<file path="src/sv/odacc_pkg.sv">
`timescale 1ns / 1ps
package odacc_pkg;

    localparam int FRAME_W     = 512;
    localparam int FRAME_H     = 512;
    localparam int WIN_W       = 512;
    localparam int WIN_H       = 512;
    localparam int FRAME_WORDS = FRAME_W * FRAME_H;
    localparam int ADDR_W      = 18;
    localparam int PIX_W       = 23;
    localparam int PX_LIM      = (WIN_W < FRAME_W) ? WIN_W : FRAME_W;
    localparam int PY_LIM      = (WIN_H < FRAME_H) ? WIN_H : FRAME_H;
    localparam int DRAW_AFTER  = 50;
    localparam int CMDQ_DEPTH  = 4;
    localparam int CMDQ_AW     = 2;

    localparam logic [23:0]        WORD_MAX = 24'hFFFFFF;
    localparam logic signed [31:0] TWO_Q28  = 32'sh2000_0000;
    localparam logic signed [64:0] FOUR_Q56 = 65'sh0_0400_0000_0000_0000;
    localparam logic signed [64:0] HALF_Q28 = 65'sh0_0000_0000_0800_0000;

    localparam logic [3:0] CFG_SCALE_X  = 4'd0;
    localparam logic [3:0] CFG_SCALE_Y  = 4'd1;
    localparam logic [3:0] CFG_OFFSET_X = 4'd2;
    localparam logic [3:0] CFG_OFFSET_Y = 4'd3;
    localparam logic [3:0] CFG_ORIGIN_X = 4'd4;
    localparam logic [3:0] CFG_ORIGIN_Y = 4'd5;
    localparam logic [3:0] CFG_BRIGHT   = 4'd6;
    localparam logic [3:0] CFG_MAX_ITER = 4'd7;

    typedef struct packed {
        logic               kind;
        logic signed [31:0] point_re;
        logic signed [31:0] point_im;
        logic [17:0]        read_addr;
    } in_item_t;

    typedef struct packed {
        logic [23:0] read_data;
        logic [15:0] hits;
        logic        escaped;
    } out_item_t;

    typedef struct packed {
        logic [31:0]        scale_x;
        logic [31:0]        scale_y;
        logic signed [31:0] offset_x;
        logic signed [31:0] offset_y;
        logic [8:0]         origin_x;
        logic [8:0]         origin_y;
        logic [23:0]        brightness_step;
        logic [15:0]        max_iter;
    } cfg_t;

    // A classified item as it waits between the front and the orbit engine.
    typedef struct packed {
        logic               kind;
        logic               skip;
        logic signed [31:0] cx;
        logic signed [31:0] cy;
        logic [ADDR_W-1:0]  addr;
    } cmd_t;

    typedef struct packed {
        logic valid;
        cmd_t cmd;
    } cmd_chan_t;

    // Q.44 to integer, nearest, ties away from zero.
    function automatic logic signed [PIX_W-1:0] round_q44(input logic signed [65:0] v);
        logic [65:0] mag;
        logic [65:0] sum;
        logic [21:0] r;
        mag = v[65] ? 66'(-v) : 66'(v);
        sum = mag + 66'h0_0000_0800_0000_0000;
        r   = sum[65:44];
        return v[65] ? -$signed({1'b0, r}) : $signed({1'b0, r});
    endfunction

endpackage

</file>
<file path="src/sv/odacc_front.sv">
`timescale 1ns / 1ps
module odacc_front (
    input  logic                clk,
    input  logic                rst_n,
    input  logic                push,
    input  odacc_pkg::in_item_t item,
    output logic                full,
    input  logic                cmd_pop,
    output odacc_pkg::cmd_chan_t chan
);
    import odacc_pkg::*;

    cmd_t               q_reg [CMDQ_DEPTH];
    logic [CMDQ_AW-1:0] wr_ptr_reg, wr_ptr_next;
    logic [CMDQ_AW-1:0] rd_ptr_reg, rd_ptr_next;
    logic [CMDQ_AW:0]   count_reg, count_next;
    logic               do_push;
    cmd_t               cls;

    // Traces whose start lies outside [-2,2] are marked so the engine skips them.
    always_comb
    begin
        cls.kind = item.kind;
        cls.cx   = item.point_re;
        cls.cy   = item.point_im;
        cls.addr = item.read_addr;
        cls.skip = (item.point_re < -TWO_Q28) || (item.point_re > TWO_Q28) ||
                   (item.point_im < -TWO_Q28) || (item.point_im > TWO_Q28);
    end

    assign full      = (count_reg == (CMDQ_AW+1)'(CMDQ_DEPTH));
    assign do_push   = push && !full;
    assign chan.valid = (count_reg != '0);
    assign chan.cmd   = q_reg[rd_ptr_reg];

    always_comb
    begin
        wr_ptr_next = do_push ? wr_ptr_reg + 1'b1 : wr_ptr_reg;
        rd_ptr_next = cmd_pop ? rd_ptr_reg + 1'b1 : rd_ptr_reg;
        count_next  = count_reg + (CMDQ_AW+1)'(do_push) - (CMDQ_AW+1)'(cmd_pop);
    end

    always_ff @(posedge clk or negedge rst_n)
    begin
        if (!rst_n)
        begin
            wr_ptr_reg <= '0;
            rd_ptr_reg <= '0;
            count_reg  <= '0;
        end
        else
        begin
            wr_ptr_reg <= wr_ptr_next;
            rd_ptr_reg <= rd_ptr_next;
            count_reg  <= count_next;
        end
    end

    always_ff @(posedge clk)
    begin
        if (do_push)
        begin
            q_reg[wr_ptr_reg] <= cls;
        end
    end

endmodule

</file>
<file path="config.mk">
export PLATFORM = sky130hd
export DESIGN_NAME = odacc_front
export DESIGN_NICKNAME = d
export VERILOG_FILES = /design/src/sv/odacc_pkg.sv /design/src/sv/odacc_front.sv
export SDC_FILE = /design/constraint.sdc
export NUM_CORES = 1
export LEC_CHECK = 0
export BUFFER_PORTS_ARGS = -buffer_cell sky130_fd_sc_hd__buf_2
export CORE_MARGIN = 10
export CORE_UTILIZATION = 54
export CTS_BUF_LIST = sky130_fd_sc_hd__clkbuf_8
export CTS_CLUSTER_SIZE = 16
export DETAILED_ROUTE_END_ITERATION = 8
export PLACE_DENSITY_LB_ADDON = 0.12
export SYNTH_ARGS = -nofsm -noshare
export SYNTH_HDL_FRONTEND = slang
export SYNTH_SLANG_ARGS = --single-unit
</file>
<file path="constraint.sdc">
create_clock -name clk -period 3.42 [get_ports clk]
set_input_delay 0.513 -clock clk [delete_from_list [all_inputs] [get_ports clk]]
set_output_delay 0.513 -clock clk [all_outputs]
set_load 0.01 [all_outputs]
</file>
==> impl_metrics.yaml <==
die:
  initial_core_util_pct: 54.6
  coreArea_mm2: 0.0233
  die_area_mm2: 0.0301
  die_x_um: 174
  dieHeight_um: 174
  ios: 173
  rows: 56
final_layout:
  stdcell_count: 1076
  largest_register_ffs: 336
  diodes: 0
  syn_to_final_growth_pct: 17.0
  drive_gt1_share_pct: 44.1
  layout.nets: 814
  fill_cells: 1685
power_and_ir_drop:
  p_leak_nw: 5.13
  power.density_mw_per_mm2: 834
  vdd_ir_drop_max_mv: 0.518
placed_design:
  place.gp.congestion: 0.732
  portBuffers: 172
  placedCellCount: 985
  post-dp-hpwl_um: 15800
timing:
  period_share_pct: 78.0
  slew_headroom_pct: 52.0
  final.setup_skew_ns: 0.0211
  setup_viol: 0
  fin_tns_setup_ns: 0
  final_max_slew_viol_count: 0
  hold_viol: 0
  rsz0062_at_grt: "false"
  worstMarginPinSlew_ns: 0.713
  max_freq_mhz: 375
  finalCriticalPeriod_ns: 2.67
global_routing:
  gr-usage-all-layers_pct: 16.6
  grt_pass1_vias: 6723
  antenna_found_initial: 2
  grt_max_degree: 46
  overflow: 0
  grt_first_pass_wirelength_um: 39000
synth:
  yosysUniqueCellTypes: 25
  syn_nets: 596
  yosysWarnings: 0
  yosys_register_bits: 343
  syn_inst: 502
  syn_avg_cell_area_um2: 25.4
  ys_seq_area_share_pct: 80.6
  synth_area_mm2: 0.0127
detailed_routing:
  vias_per_cell: 5.51
  drc: 0
  drt-initial-drc-count: 361
  wl_per_cell_um: 23.2
  wirelength_um: 24900
  num_vias: 5933
  dr.pass1.iters: 4
  postRouteAntennaNets: 0
cts:
  insertion_delay_ns: 0.56
  cts_buffer_depth: 3
  cts_sinks: 343
  cts_tree: "built"
  clkTransAtPathRegs_ns: 0.06
  numCtsBuffers: 51
  cts_root_buf: "clkbuf_8"
  htree_levels: 2
worst_hold_path:
  hold_class: "input port to flip-flop"
  hold_depth: 2
  hp-start: "cmd_pop"
  min_to: "rd_ptr_reg[0]"
worst_setup_path:
  worstSetupStartpointType: "flip-flop"
  r2r_cells: 10
  r2r_slack_ns: 1.02
  cp_data_required_time_ns: 2.91
  critPathKind: "flip-flop to output port"
  r2r-start: "count_reg[2]"
  timing.rr.end: "count_reg[2]"
  crit_fanout: 24
  crit_arrival_ns: 2.15
  critical_path.endpoint_type: "output port"
outcome:
  status: "complete, no violations"
job:
  drv_cap: 0
power breakdown:
part	switching (W)	internal, W
clock	0.00143	0.00143
sequential	0.000250	0.00554
combinational	0.00203	0.00173
total	0.00371	0.00871
metrics by stage:
step | worst slack, ns | hold slack, ns | total power, W | utilization, % | area, um2
after detailed placement | 0.945 | 0.362 | 0.00978 | 60.0 | 14000
after global routing | 0.646 | 0.139 | 0.0131 | 63.8 | 14900
after global placement | 1.04 | 0.354 | 0.00970 | 60.0 | 14000
after floorplan | 0.0899 | 0.217 | 0.00837 | - | 12700
final | 0.753 | 0.164 | 0.0124 | 63.8 | 14900
after CTS | 0.670 | 0.130 | 0.0127 | 63.8 | 14900
what timing repair did:
item                                   CTS  global route
endpoints found under the hold margin    7             0
setup buffers                            0             0
resized for setup                        0             0
hold buffers                             1             0
cells in the mapped netlist:
cell	count	area, um2
nand2_1	3	11.3
nand3_1	2	10.0
nor4_1	14	87.6
o211ai_1	2	15.0
or3_1	3	18.8
nor4b_1	2	17.5
nor3b_1	1	7.51
o21ai_0	1	5.00
buf_1	3	11.3
mux4_2	84	1890
fa_1	1	20.0
buf_2	6	30.0
clkbuf_1	1	3.75
buf_6	1	11.3
xor2_1	1	8.76
inv_1	6	22.5
ha_1	6	75.1
nand4_1	4	25.0
nor2b_1	1	6.26
and2_1	4	25.0
buf_4	4	30.0
xnor2_1	4	35.0
dfrtp_1	7	175
edfxtp_1	336	10100
buf_12	5	100
area by class of cell:
| class | count | area [um2] | share of cell area [%] |
|---|---|---|---|
| multi-input cells | 133 | 2270 | 15.2 |
| clock buffers | 53 | 729 | 4.90 |
| repair buffers | 185 | 1050 | 7.04 |
| well taps | 319 | 399 | 2.68 |
| clock inverters | 37 | 155 | 1.04 |
| inverters | 6 | 22.5 | 0.151 |
| flip-flops and latches | 343 | 10300 | 69.0 |
kinds of logic after synthesis:
group           Yosys count  share of synthesized area (%)
flops                   343                           80.6
mux                      84                           14.9
simple gates             34                           1.64
buf+inv                  26                           1.64
fa+ha+maj                 7                          0.747
xor+xnor                  5                          0.344
compound gates            3                          0.157
placed cells by master (no fill, tap or decap):
cell,netlist,final
nand4_1,4,4
buf_2,6,172
clkinv_2,0,5
xnor2_1,4,4
buf_12,5,7
nor2b_1,1,1
edfxtp_1,336,336
nor3b_1,1,1
clkinv_1,0,10
dfrtp_4,0,2
and2_4,0,4
dfrtp_1,7,5
or3_1,3,3
nor4b_1,2,2
clkbuf_8,0,53
nand3_1,2,2
mux4_2,84,84
nor4_1,14,14
nand2_1,3,3
xor2_1,1,1
inv_1,6,26
o21ai_0,1,1
o211ai_1,2,2
dlygate4sd3_1,0,1
inv_6,0,2
fa_1,1,1
ha_1,6,6
buf_4,4,5
worst max path at each step:
stage	startpoint	to	slack, ns	cells past startpoint
floorplan	count_reg[2]	q_reg[0][0]	0.09	4
global placement	push	count_reg[2]	1.04	10
detailed placement	push	count_reg[2]	0.94	10
CTS	rd_ptr_reg[1]	chan[52]	0.67	3
global route	rd_ptr_reg[1]	chan[53]	0.65	3
finish	rd_ptr_reg[1]	chan[52]	0.75	3
critical path: stages, from the launching register on:
cell     delay, ns
dfrtp_4       0.67
buf_4         0.36
mux4_2        0.38
buf_2         0.17
routing by layer:
metal | wire length, um | track usage, %
met2 | 12900 | 28.6
met4 | 446 | 4.78
met1 | 10000 | 20.1
met5 | 14 | 0
met3 | 1560 | 4.81
Note: power is estimated with default switching activity, not from simulation.
